`config.mk`:
```
export PLATFORM = sky130hd
export DESIGN_NAME = two_queue_slice_cache
export DESIGN_NICKNAME = d
export VERILOG_FILES = /design/src/hdl/tsc_pkg.sv /design/src/hdl/two_queue_slice_cache.sv /design/src/hdl/tsc_ram.sv
export SDC_FILE = /design/constraint.sdc
export NUM_CORES = 2
export LEC_CHECK = 0
export BUFFER_PORTS_ARGS = -buffer_cell sky130_fd_sc_hd__buf_4
export CORE_MARGIN = 3
export CORE_UTILIZATION = 40
export CTS_BUF_LIST = sky130_fd_sc_hd__clkbuf_16
export CTS_CLUSTER_DIAMETER = 120
export DETAILED_ROUTE_END_ITERATION = 10
export PLACE_DENSITY = 0.54
export SLEW_MARGIN = 10
export SYNTH_ARGS = -nofsm -noshare
export SYNTH_HDL_FRONTEND = slang
export SYNTH_HIERARCHICAL = 1
export SYNTH_SLANG_ARGS = --single-unit
```
`constraint.sdc`:
```
create_clock -name clock -period 18.3 [get_ports clock]
set_input_delay 2.745 -clock clock [delete_from_list [all_inputs] [get_ports clock]]
set_output_delay 2.745 -clock clock [all_outputs]
set_load 0.05 [all_outputs]
```
`src/hdl/tsc_pkg.sv`:
```
`timescale 1ns / 1ps

package tsc_pkg;

   localparam int LRU_SLOTS   = 4;
   localparam int FIFO_SLOTS  = 4;
   localparam int AGE_BITS    = 16;
   localparam int TOTAL_SLOTS = LRU_SLOTS + FIFO_SLOTS;

   localparam int IDX_W  = (TOTAL_SLOTS > 1) ? $clog2(TOTAL_SLOTS) : 1;
   localparam int LRU_W  = (LRU_SLOTS > 1) ? $clog2(LRU_SLOTS) : 1;
   localparam int FIFO_W = (FIFO_SLOTS > 1) ? $clog2(FIFO_SLOTS) : 1;

   localparam int TIME_W    = 64;
   localparam int HANDLE_W  = 32;
   localparam int COUNT_W   = 32;
   localparam int SLOT_W    = 3;
   localparam int PROMO_W   = 2;
   localparam int OUTCOME_W = 2;

   typedef logic [AGE_BITS-1:0] age_type;

   localparam age_type AGE_MAX = '1;

   typedef struct packed {
      logic [TIME_W-1:0]   start_time;
      logic [TIME_W-1:0]   end_time;
      logic [HANDLE_W-1:0] handle;
   } slot_rec_type;

   typedef enum logic [OUTCOME_W-1:0] {
      OUT_LRU_HIT  = 2'd0,
      OUT_FIFO_HIT = 2'd1,
      OUT_MISS     = 2'd2,
      OUT_FILL     = 2'd3
   } outcome_type;

   typedef enum logic [2:0] {
      ST_IDLE,
      ST_SCAN,
      ST_LAST,
      ST_FINISH,
      ST_RESP
   } state_type;

endpackage

```
`src/hdl/two_queue_slice_cache.sv`:
```
`timescale 1ns / 1ps

// Two-queue slice cache. Slots 0..3 form the LRU queue and slots 4..7 the FIFO queue;
// slot records live in a single-port-read RAM and LRU ages in a second RAM. A lookup
// scans every slot once through the record RAM read port, one slot per cycle, while it
// ages the LRU slots and tracks the oldest one, then commits the hit, promotion or miss.
// A lookup result loads into the output register from ST_RESP once the scan has drained
// through ST_LAST and ST_FINISH, and a fill result loads from ST_RESP, which a fill enters
// straight from ST_IDLE; the next request is taken the cycle after the result loads. A result
// may wait on rsp_stall while the next request is in progress; that request then holds in
// its final state until the output register frees. Requests with end <= start or never
// filled slots never hit.
module two_queue_slice_cache (
   input  logic                         clock,
   input  logic                         reset,
   input  logic                         req_valid,
   output logic                         req_stall,
   input  logic                         req_mode,
   input  logic [tsc_pkg::TIME_W-1:0]   req_timestamp,
   input  logic [2:0]                   req_fill_slot,
   input  logic [tsc_pkg::TIME_W-1:0]   req_fill_start,
   input  logic [tsc_pkg::TIME_W-1:0]   req_fill_end,
   input  logic [tsc_pkg::HANDLE_W-1:0] req_fill_handle,
   output logic                         rsp_valid,
   input  logic                         rsp_stall,
   output logic [1:0]                   rsp_outcome,
   output logic [2:0]                   rsp_slot,
   output logic [tsc_pkg::HANDLE_W-1:0] rsp_handle,
   output logic [1:0]                   rsp_promoted_slot,
   output logic [tsc_pkg::COUNT_W-1:0]  rsp_hit_count,
   output logic [tsc_pkg::COUNT_W-1:0]  rsp_miss_count
);

   localparam logic [tsc_pkg::IDX_W-1:0]  LRU_IDX  = tsc_pkg::IDX_W'(tsc_pkg::LRU_SLOTS);
   localparam logic [tsc_pkg::IDX_W-1:0]  LAST_IDX = tsc_pkg::IDX_W'(tsc_pkg::TOTAL_SLOTS - 1);
   localparam logic [tsc_pkg::FIFO_W-1:0] LAST_PTR = tsc_pkg::FIFO_W'(tsc_pkg::FIFO_SLOTS - 1);
   localparam int REC_W = $bits(tsc_pkg::slot_rec_type);

   tsc_pkg::state_type state_ff, state_in;

   logic                          issue;
   logic                          accept;
   logic                          rsp_load;

   logic [tsc_pkg::IDX_W-1:0]     idx_ff;
   logic                          rd_valid_ff;
   logic [tsc_pkg::IDX_W-1:0]     rd_idx_ff;
   logic [tsc_pkg::TIME_W-1:0]    ts_ff;

   logic                          found_ff;
   logic [tsc_pkg::IDX_W-1:0]     hit_idx_ff;
   tsc_pkg::slot_rec_type         hit_rec_ff;
   tsc_pkg::age_type              max_ff;
   logic [tsc_pkg::LRU_W-1:0]     oldest_ff;

   logic [tsc_pkg::TOTAL_SLOTS-1:0] slot_valid_ff;
   logic [tsc_pkg::LRU_SLOTS-1:0]   age_valid_ff;
   logic [tsc_pkg::FIFO_W-1:0]      ptr_ff;
   logic [tsc_pkg::COUNT_W-1:0]     hits_ff;
   logic [tsc_pkg::COUNT_W-1:0]     misses_ff;

   tsc_pkg::outcome_type          pend_outcome_ff;
   logic [tsc_pkg::SLOT_W-1:0]    pend_slot_ff;
   logic [tsc_pkg::HANDLE_W-1:0]  pend_handle_ff;
   logic [tsc_pkg::PROMO_W-1:0]   pend_promoted_ff;

   logic                          rsp_valid_ff;
   logic [1:0]                    rsp_outcome_ff;
   logic [2:0]                    rsp_slot_ff;
   logic [tsc_pkg::HANDLE_W-1:0]  rsp_handle_ff;
   logic [1:0]                    rsp_promoted_ff;
   logic [tsc_pkg::COUNT_W-1:0]   rsp_hits_ff;
   logic [tsc_pkg::COUNT_W-1:0]   rsp_misses_ff;

   logic                          rec_wr_en;
   logic [tsc_pkg::IDX_W-1:0]     rec_wr_addr;
   tsc_pkg::slot_rec_type         rec_wr_data;
   tsc_pkg::slot_rec_type         rec_rd_data;

   logic                          age_wr_en;
   logic [tsc_pkg::LRU_W-1:0]     age_wr_addr;
   tsc_pkg::age_type              age_wr_data;
   tsc_pkg::age_type              age_rd_data;
   logic                          age_rd_en;

   logic                          rd_is_lru;
   logic [tsc_pkg::LRU_W-1:0]     rd_age_addr;
   tsc_pkg::age_type              age_cur;
   tsc_pkg::age_type              age_inc;
   logic                          rd_hit;
   logic                          fill_in_range;
   logic                          fin_lru_hit;
   logic                          fin_fifo_hit;

   tsc_ram #(
      .DATA_W (REC_W),
      .DEPTH  (tsc_pkg::TOTAL_SLOTS)
   ) u_rec_ram (
      .clock   (clock),
      .wr_en   (rec_wr_en),
      .wr_addr (rec_wr_addr),
      .wr_data (rec_wr_data),
      .rd_en   (issue),
      .rd_addr (idx_ff),
      .rd_data (rec_rd_data)
   );

   tsc_ram #(
      .DATA_W (tsc_pkg::AGE_BITS),
      .DEPTH  (tsc_pkg::LRU_SLOTS)
   ) u_age_ram (
      .clock   (clock),
      .wr_en   (age_wr_en),
      .wr_addr (age_wr_addr),
      .wr_data (age_wr_data),
      .rd_en   (age_rd_en),
      .rd_addr (idx_ff[tsc_pkg::LRU_W-1:0]),
      .rd_data (age_rd_data)
   );

   // next state
   always_comb begin
      state_in = state_ff;
      unique case (state_ff)
         tsc_pkg::ST_IDLE: begin
            if (req_valid) begin
               state_in = req_mode ? tsc_pkg::ST_RESP : tsc_pkg::ST_SCAN;
            end
         end
         tsc_pkg::ST_SCAN: begin
            if (idx_ff == LAST_IDX) begin
               state_in = tsc_pkg::ST_LAST;
            end
         end
         tsc_pkg::ST_LAST:   state_in = tsc_pkg::ST_FINISH;
         tsc_pkg::ST_FINISH: state_in = tsc_pkg::ST_RESP;
         tsc_pkg::ST_RESP: begin
            if (!rsp_valid_ff || !rsp_stall) begin
               state_in = tsc_pkg::ST_IDLE;
            end
         end
         default: state_in = tsc_pkg::ST_IDLE;
      endcase
   end

   // control outputs
   always_comb begin
      req_stall = 1'b1;
      issue     = 1'b0;
      rsp_load  = 1'b0;
      unique case (state_ff)
         tsc_pkg::ST_IDLE:   req_stall = 1'b0;
         tsc_pkg::ST_SCAN:   issue     = 1'b1;
         tsc_pkg::ST_LAST:   ;
         tsc_pkg::ST_FINISH: ;
         tsc_pkg::ST_RESP:   rsp_load  = !rsp_valid_ff || !rsp_stall;
         default:            req_stall = 1'b1;
      endcase
   end

   assign accept    = req_valid && !req_stall;
   assign age_rd_en = issue && (idx_ff < LRU_IDX);

   // scan data stage
   always_comb begin
      rd_is_lru   = rd_idx_ff < LRU_IDX;
      rd_age_addr = rd_idx_ff[tsc_pkg::LRU_W-1:0];
      age_cur     = age_valid_ff[rd_age_addr] ? age_rd_data : '0;
      age_inc     = (age_cur == tsc_pkg::AGE_MAX) ? age_cur : age_cur + 1'b1;
      rd_hit      = slot_valid_ff[rd_idx_ff]
                    && (rec_rd_data.start_time <= ts_ff)
                    && (ts_ff < rec_rd_data.end_time);
   end

   assign fill_in_range = {1'b0, req_fill_slot} < 4'(tsc_pkg::TOTAL_SLOTS);
   assign fin_lru_hit   = (state_ff == tsc_pkg::ST_FINISH) && found_ff && (hit_idx_ff < LRU_IDX);
   assign fin_fifo_hit  = (state_ff == tsc_pkg::ST_FINISH) && found_ff && (hit_idx_ff >= LRU_IDX);

   // RAM write ports
   always_comb begin
      rec_wr_en   = 1'b0;
      rec_wr_addr = tsc_pkg::IDX_W'(req_fill_slot);
      rec_wr_data = '{start_time: req_fill_start, end_time: req_fill_end,
                      handle: req_fill_handle};
      if (accept && req_mode) begin
         rec_wr_en = fill_in_range;
      end else if (fin_fifo_hit) begin
         rec_wr_en   = 1'b1;
         rec_wr_addr = tsc_pkg::IDX_W'(oldest_ff);
         rec_wr_data = hit_rec_ff;
      end
   end

   always_comb begin
      age_wr_en   = 1'b0;
      age_wr_addr = rd_age_addr;
      age_wr_data = age_inc;
      if (rd_valid_ff && rd_is_lru) begin
         age_wr_en = 1'b1;
      end else if (fin_lru_hit) begin
         age_wr_en   = 1'b1;
         age_wr_addr = hit_idx_ff[tsc_pkg::LRU_W-1:0];
         age_wr_data = '0;
      end else if (fin_fifo_hit) begin
         age_wr_en   = 1'b1;
         age_wr_addr = oldest_ff;
         age_wr_data = '0;
      end
   end

   always_ff @(posedge clock) begin
      if (reset) begin
         state_ff      <= tsc_pkg::ST_IDLE;
         rd_valid_ff   <= 1'b0;
         slot_valid_ff <= '0;
         age_valid_ff  <= '0;
         ptr_ff        <= '0;
         hits_ff       <= '0;
         misses_ff     <= '0;
         rsp_valid_ff  <= 1'b0;
      end else begin
         state_ff    <= state_in;
         rd_valid_ff <= issue;
         if (accept && req_mode && fill_in_range) begin
            slot_valid_ff[tsc_pkg::IDX_W'(req_fill_slot)] <= 1'b1;
         end
         if (fin_fifo_hit) begin
            slot_valid_ff[tsc_pkg::IDX_W'(oldest_ff)] <= 1'b1;
         end
         if (age_wr_en) begin
            age_valid_ff[age_wr_addr] <= 1'b1;
         end
         if (state_ff == tsc_pkg::ST_FINISH) begin
            if (found_ff) begin
               hits_ff <= hits_ff + 1'b1;
            end else begin
               misses_ff <= misses_ff + 1'b1;
               ptr_ff    <= (ptr_ff == LAST_PTR) ? '0 : ptr_ff + 1'b1;
            end
         end
         if (rsp_load) begin
            rsp_valid_ff <= 1'b1;
         end else if (!rsp_stall) begin
            rsp_valid_ff <= 1'b0;
         end
      end
   end

   // datapath
   always_ff @(posedge clock) begin
      if (accept) begin
         ts_ff     <= req_timestamp;
         idx_ff    <= '0;
         found_ff  <= 1'b0;
         max_ff    <= '0;
         oldest_ff <= '0;
      end else if (issue) begin
         idx_ff <= idx_ff + 1'b1;
      end
      rd_idx_ff <= idx_ff;
      if (rd_valid_ff) begin
         if (rd_hit && !found_ff) begin
            found_ff   <= 1'b1;
            hit_idx_ff <= rd_idx_ff;
            hit_rec_ff <= rec_rd_data;
         end
         if (rd_is_lru && (age_inc > max_ff)) begin
            max_ff    <= age_inc;
            oldest_ff <= rd_age_addr;
         end
      end
      if (accept && req_mode) begin
         pend_outcome_ff  <= tsc_pkg::OUT_FILL;
         pend_slot_ff     <= req_fill_slot;
         pend_handle_ff   <= req_fill_handle;
         pend_promoted_ff <= '0;
      end else if (state_ff == tsc_pkg::ST_FINISH) begin
         if (fin_lru_hit) begin
            pend_outcome_ff  <= tsc_pkg::OUT_LRU_HIT;
            pend_slot_ff     <= tsc_pkg::SLOT_W'(hit_idx_ff);
            pend_handle_ff   <= hit_rec_ff.handle;
            pend_promoted_ff <= '0;
         end else if (fin_fifo_hit) begin
            pend_outcome_ff  <= tsc_pkg::OUT_FIFO_HIT;
            pend_slot_ff     <= tsc_pkg::SLOT_W'(hit_idx_ff);
            pend_handle_ff   <= hit_rec_ff.handle;
            pend_promoted_ff <= tsc_pkg::PROMO_W'(oldest_ff);
         end else begin
            pend_outcome_ff  <= tsc_pkg::OUT_MISS;
            pend_slot_ff     <= tsc_pkg::SLOT_W'(LRU_IDX + tsc_pkg::IDX_W'(ptr_ff));
            pend_handle_ff   <= '0;
            pend_promoted_ff <= '0;
         end
      end
      if (rsp_load) begin
         rsp_outcome_ff  <= pend_outcome_ff;
         rsp_slot_ff     <= pend_slot_ff;
         rsp_handle_ff   <= pend_handle_ff;
         rsp_promoted_ff <= pend_promoted_ff;
         rsp_hits_ff     <= hits_ff;
         rsp_misses_ff   <= misses_ff;
      end
   end

   assign rsp_valid         = rsp_valid_ff;
   assign rsp_outcome       = rsp_outcome_ff;
   assign rsp_slot          = rsp_slot_ff;
   assign rsp_handle        = rsp_handle_ff;
   assign rsp_promoted_slot = rsp_promoted_ff;
   assign rsp_hit_count     = rsp_hits_ff;
   assign rsp_miss_count    = rsp_misses_ff;

   a_scan_drained: assert property (@(posedge clock) disable iff (reset)
      state_ff == tsc_pkg::ST_FINISH |-> !rd_valid_ff)
      else $error("scan read still in flight at commit");

   a_lookup_starts: assert property (@(posedge clock) disable iff (reset)
      accept && !req_mode |=> state_ff == tsc_pkg::ST_SCAN && idx_ff == '0)
      else $error("lookup did not start scan at first slot");

   a_miss_counted: assert property (@(posedge clock) disable iff (reset)
      state_ff == tsc_pkg::ST_FINISH && !found_ff |=> misses_ff == $past(misses_ff) + 1'b1)
      else $error("miss not counted");

endmodule

```
`src/hdl/tsc_ram.sv`:
```
`timescale 1ns / 1ps

module tsc_ram #(
   parameter int DATA_W = 8,
   parameter int DEPTH  = 8,
   parameter int ADDR_W = (DEPTH > 1) ? $clog2(DEPTH) : 1
) (
   input  logic              clock,
   input  logic              wr_en,
   input  logic [ADDR_W-1:0] wr_addr,
   input  logic [DATA_W-1:0] wr_data,
   input  logic              rd_en,
   input  logic [ADDR_W-1:0] rd_addr,
   output logic [DATA_W-1:0] rd_data
);

   logic [DATA_W-1:0] mem [DEPTH];

   always_ff @(posedge clock) begin
      if (wr_en) begin
         mem[wr_addr] <= wr_data;
      end
   end

   always_ff @(posedge clock) begin
      if (rd_en) begin
         rd_data <= mem[rd_addr];
      end
   end

endmodule
```
==> impl_table.tex <==
\begin{tabular}{lr}
\hline
Metric & Value \\
\hline
\multicolumn{2}{l}{\textbf{Global routing}} \\
Overflow left after global routing & 0 \\
Number of global-route vias before repair & around 39,000 \\
First-pass GRT wire length & 274,000 um \\
Global router's overall resource usage & 18.5\% \\
Initial antenna violation count & 9 \\
Maximum number of pins on one net before global-route repair & between 100 and 150 \\
\multicolumn{2}{l}{\textbf{Worst setup path}} \\
Startpoint type of the worst setup path & input port \\
Peak per-stage delay on the critical path & 880 ps \\
Highest fanout seen on the critical path & 49 \\
Critical Path End Type & flop \\
Kind of cell with the highest combined delay on the critical path & buffers and inverters \\
Data arrival time at the worst-slack endpoint & $\sim$7700 ps \\
Master of the slowest instance on the critical path & nor2\_4 \\
Class of the most critical setup path & in -> reg \\
Reg-to-Reg Start & state\_ff[0] \\
Setup slack of the most critical reg-to-reg path & roughly 12,000 ps \\
Endpoint of the worst register-to-register path & u\_rec\_ram/mem[2][74] \\
List of cells traversed by the critical path & buf\_4, nand2\_1, inv\_4, nand2\_1, nand2\_1, nand2b\_1, nor2\_4, buf\_4, buf\_4 \\
Bufs and invs on worst path & 4 \\
R2R depth & 9 \\
Launching element of the worst setup path & req\_valid \\
Critical path data required time & 18,760 ps \\
\multicolumn{2}{l}{\textbf{Timing}} \\
Final count of negative-setup-slack endpoints & 0 \\
Worst Max-Slew Pin Slew & roughly 1200 ps \\
Number of max-slew violations in the final report & 0 \\
Max-Slew Margin vs Limit & a little over a fifth \\
Final worst clock skew & about 54 ps \\
Minimum period implied by the final worst setup slack & $\sim$7200 ps \\
Final worst path period share & between 30\% and 40\% \\
Hold violation count in the final report & 0 \\
Unrepaired setup endpoints after global routing & false \\
Final sum of negative setup slack & 0 ps \\
Highest achievable clock rate & roughly 0.14 GHz \\
Worst slack on hold paths & roughly 410 ps \\
\multicolumn{2}{l}{\textbf{Clocking}} \\
Total setup buffers inserted after CTS & 0 \\
\# hold bufs at CTS & 0 \\
Clock latency of the later-clocked register in the worst-skew pair & around 860 ps \\
TritonCTS clock tree & yes \\
Largest buffer count on any clock path & 3 \\
Clock buffers created by TritonCTS & 203 \\
Cell chosen for the clock root & clkbuf\_16 \\
Sinks on Clock Net & 1,997 \\
H-tree lvl count & 4 \\
Clock transition at the register clock pins on the worst setup and hold paths after CTS & 60 ps \\
Count of cells resized by post-cts repair & 0 \\
\multicolumn{2}{l}{\textbf{Power and ir drop}} \\
Peak supply drop & 94.3 uV \\
Internal power consumption & about 7.6 mW \\
Pwr dens & around 110 mW/mm\^{}2 \\
Fraction of power consumed by sequential logic & approximately 53\% \\
Logic pwr share & approximately 6.5\% \\
Clock share of power & just over 40\% \\
Switching Fraction & $\sim$22\% \\
Leakage power of the design & around 31 nW \\
Net Switching & approximately 2.2 mW \\
\multicolumn{2}{l}{\textbf{Die}} \\
DIE HEIGHT & between 400 and 500 um \\
Core region area & $\sim$0.20 mm\^{}2 \\
Die Area & about 0.20 mm\^{}2 \\
Ports & $\sim$340 \\
Std-Cell Rows & about 160 \\
Die width & approximately 450 um \\
Initial standard-cell utilization of the core & about two fifths \\
\multicolumn{2}{l}{\textbf{Synth}} \\
Complex-gate fraction of the synthesized area & approximately 1.9\% \\
Share of Yosys cell area claimed by the top area cell type & 71.7\% \\
Cell type with the largest total area after synthesis & edfxtp\_1 \\
Share of async-settable or async-resettable flops after synthesis & 0\% \\
Synthesized area & just under 0.08 mm\^{}2 \\
Post-Synthesis Cells & $\sim$4,200 \\
Largest family of logic cells by synthesized area & multiplexers \\
Synthesized Nets & between 4,000 and 5,000 \\
Multiplexer fraction of the synthesized cell area & approximately an eighth \\
Total of flip-flops plus latches after synthesis & about 2,000 \\
Largest cells by area after synthesis & edfxtp\_1, mux4\_1, dfxtp\_1 \\
Post-Synthesis Mean Instance Area & 18.8 um\^{}2 \\
Synth Flop Type & edfxtp\_1 \\
Post-synthesis share of cell area spent on xor and xnor gates & less than 1\% \\
Number of enable-type register cells in the synthesized netlist & roughly 1,900 \\
Unique cell type count in the Yosys netlist & between 60 and 70 \\
Adder and majority cell fraction of the synthesized area & 2.36\% \\
Simple-Gate Fraction of Synth Area & between 5 and 6\% \\
Post-synthesis sequential area ratio & 74.5\% \\
Synthesis Warnings & 6 \\
\multicolumn{2}{l}{\textbf{Final layout}} \\
Fraction of layout cells with a size suffix above 1 & 19.9\% \\
Area of combinational cells with multiple inputs & around 0.019 mm\^{}2 \\
Final \#Nets & roughly 5,000 \\
Sequential standard cell area & $\sim$0.059 mm\^{}2 \\
Synthesis-to-finish area growth & 14.9\% \\
FILL cells & around 17,000 \\
\multicolumn{2}{l}{\textbf{Routing}} \\
Post-route antenna net violation count & 0 \\
Detailed-route wire length per cell & roughly 26 um \\
Count of routing violations after the opening detailed-route iteration & about 3,000 \\
Per-cell via count in the routed design & 5.24 \\
DR vias & about 39,000 \\
Iteration count of the initial detailed-routing pass & 7 \\
DRC viols & 0 \\
Total wirelength of the detailed-routed design & 190,000 um \\
\multicolumn{2}{l}{\textbf{Flow run}} \\
Max-capacitance violation count & 0 \\
\multicolumn{2}{l}{\textbf{Placed design}} \\
PortBufs & around 340 \\
DP HPWL & 112,000 um \\
Final estimated routing congestion in global placement & $\sim$0.77 \\
\multicolumn{2}{l}{\textbf{Status}} \\
Run status & complete, no violations \\
\multicolumn{2}{l}{\textbf{Hold path}} \\
Worst hold path endpoint & hit\_rec\_ff[31] \\
Type of the worst min-delay path & reg -> reg \\
Hold Startpoint & u\_rec\_ram/rd\_data[31] \\
Worst Hold Path Cells & 0 \\
\hline
\end{tabular}
[final cells by class]
type / instances / area share (%)
multi-input combinational: 1866 / 20.4
inverter: 174 / 0.731
sequential: 1997 / 64.9
antenna: 5 / 0.0138
clock buffer: 204 / 5.63
tap: 2624 / 3.62
timing repair buffer: 387 / 3.30
clock inverter: 176 / 1.44
[cell usage in the layout, fill, tap and decap left out, types with 102 or more instances in the layout]
cell	n
mux2_2	160
dfxtp_1	109
edfxtp_1	1885
buf_4	380
clkbuf_16	204
nor2_1	102
ha_1	149
inv_1	215
nand2_1	593
mux4_1	242
[worst register-to-register path, cell delays in order (launching register included)]
cell and delay [ps]:
dfxtp_1 410, nor3_1 290, nand2_1 610, inv_4 740
nand2_1 330, nand2_1 190, nand2b_1 240, nor2_4 890
buf_4 870, buf_4 900
[cells by family (layout without fill, tap and decap cells)]
kind of cell | Yosys count | count (layout)
fa+ha+maj | 149 | 149
flops | 1997 | 1997
compound gates | 223 | 223
mux | 522 | 522
buf+inv | 340 | 941
other cells | 0 | 5
simple gates | 908 | 908
xor+xnor | 64 | 64
[worst max-delay path by stage]
stage	endpoint	slack, ps	depth (start not counted)
final	u_rec_ram/mem[2][74]	11100	9
after floorplan	u_rec_ram/mem[0][0]	1810	6
after CTS	u_rec_ram/mem[2][70]	11020	9
after global routing	u_rec_ram/mem[2][70]	10820	9
after global placement	u_rec_ram/mem[2][76]	10150	9
after detailed placement	u_rec_ram/mem[2][72]	10090	9
[power groups by stage]
| stage | clock network [mW] | registers (mW) | logic [mW] |
|---|---|---|---|
| after CTS | 4.07 | 5.17 | 0.653 |
| after floorplan | 0 | 5.26 | 0.457 |
| after global placement | 0 | 5.26 | 0.641 |
| after global routing | 4.24 | 5.17 | 0.693 |
| after detailed placement | 0 | 5.26 | 0.651 |
| final | 3.96 | 5.16 | 0.639 |
[cells in the mapped netlist, drive strengths merged, types with 40 or more instances]
cell and instances:
buf 66, inv 174, ha 149, edfxtp 1885, nand2 594, mux4 338, dfxtp 112, clkbuf 100
nand4 52, mux2 160, xor2 47, a21oi 74, nand3 40, nor2 110
[layer usage]
metal	GRT usage [%]	up-vias	part of all wire [%]
met4	5.44	4	2.5
li1	-	17541	-
met2	30.0	856	48
met5	0	-	0.018
met3	2.99	255	4.3
met1	25.9	20295	45
[flip-flops by register name, indices dropped and copies added, names as in the netlist, 32 cells and up]
register / count
hit_rec_ff: 160
hits_ff: 32
misses_ff: 32
pend_handle_ff: 32
rsp_handle: 32
rsp_hit_count: 32
rsp_miss_count: 32
ts_ff: 64
u_age_ram/mem: 64
u_rec_ram/mem: 1280
u_rec_ram/rd_data: 160
[metrics by stage]
stage,std cells,util (%),area [um^2],power [mW],worst slack (ps)
final,7433,46.4,90700,9.76,11100
after global routing,7429,46.4,90700,10.1,10820
after CTS,7428,46.4,90700,9.89,11020
after detailed placement,7048,43.1,84300,5.91,10090
after global placement,7048,43.1,84300,5.90,10150
after floorplan,4203,-,79000,5.71,1810
Power figures use the tool's default switching activity.
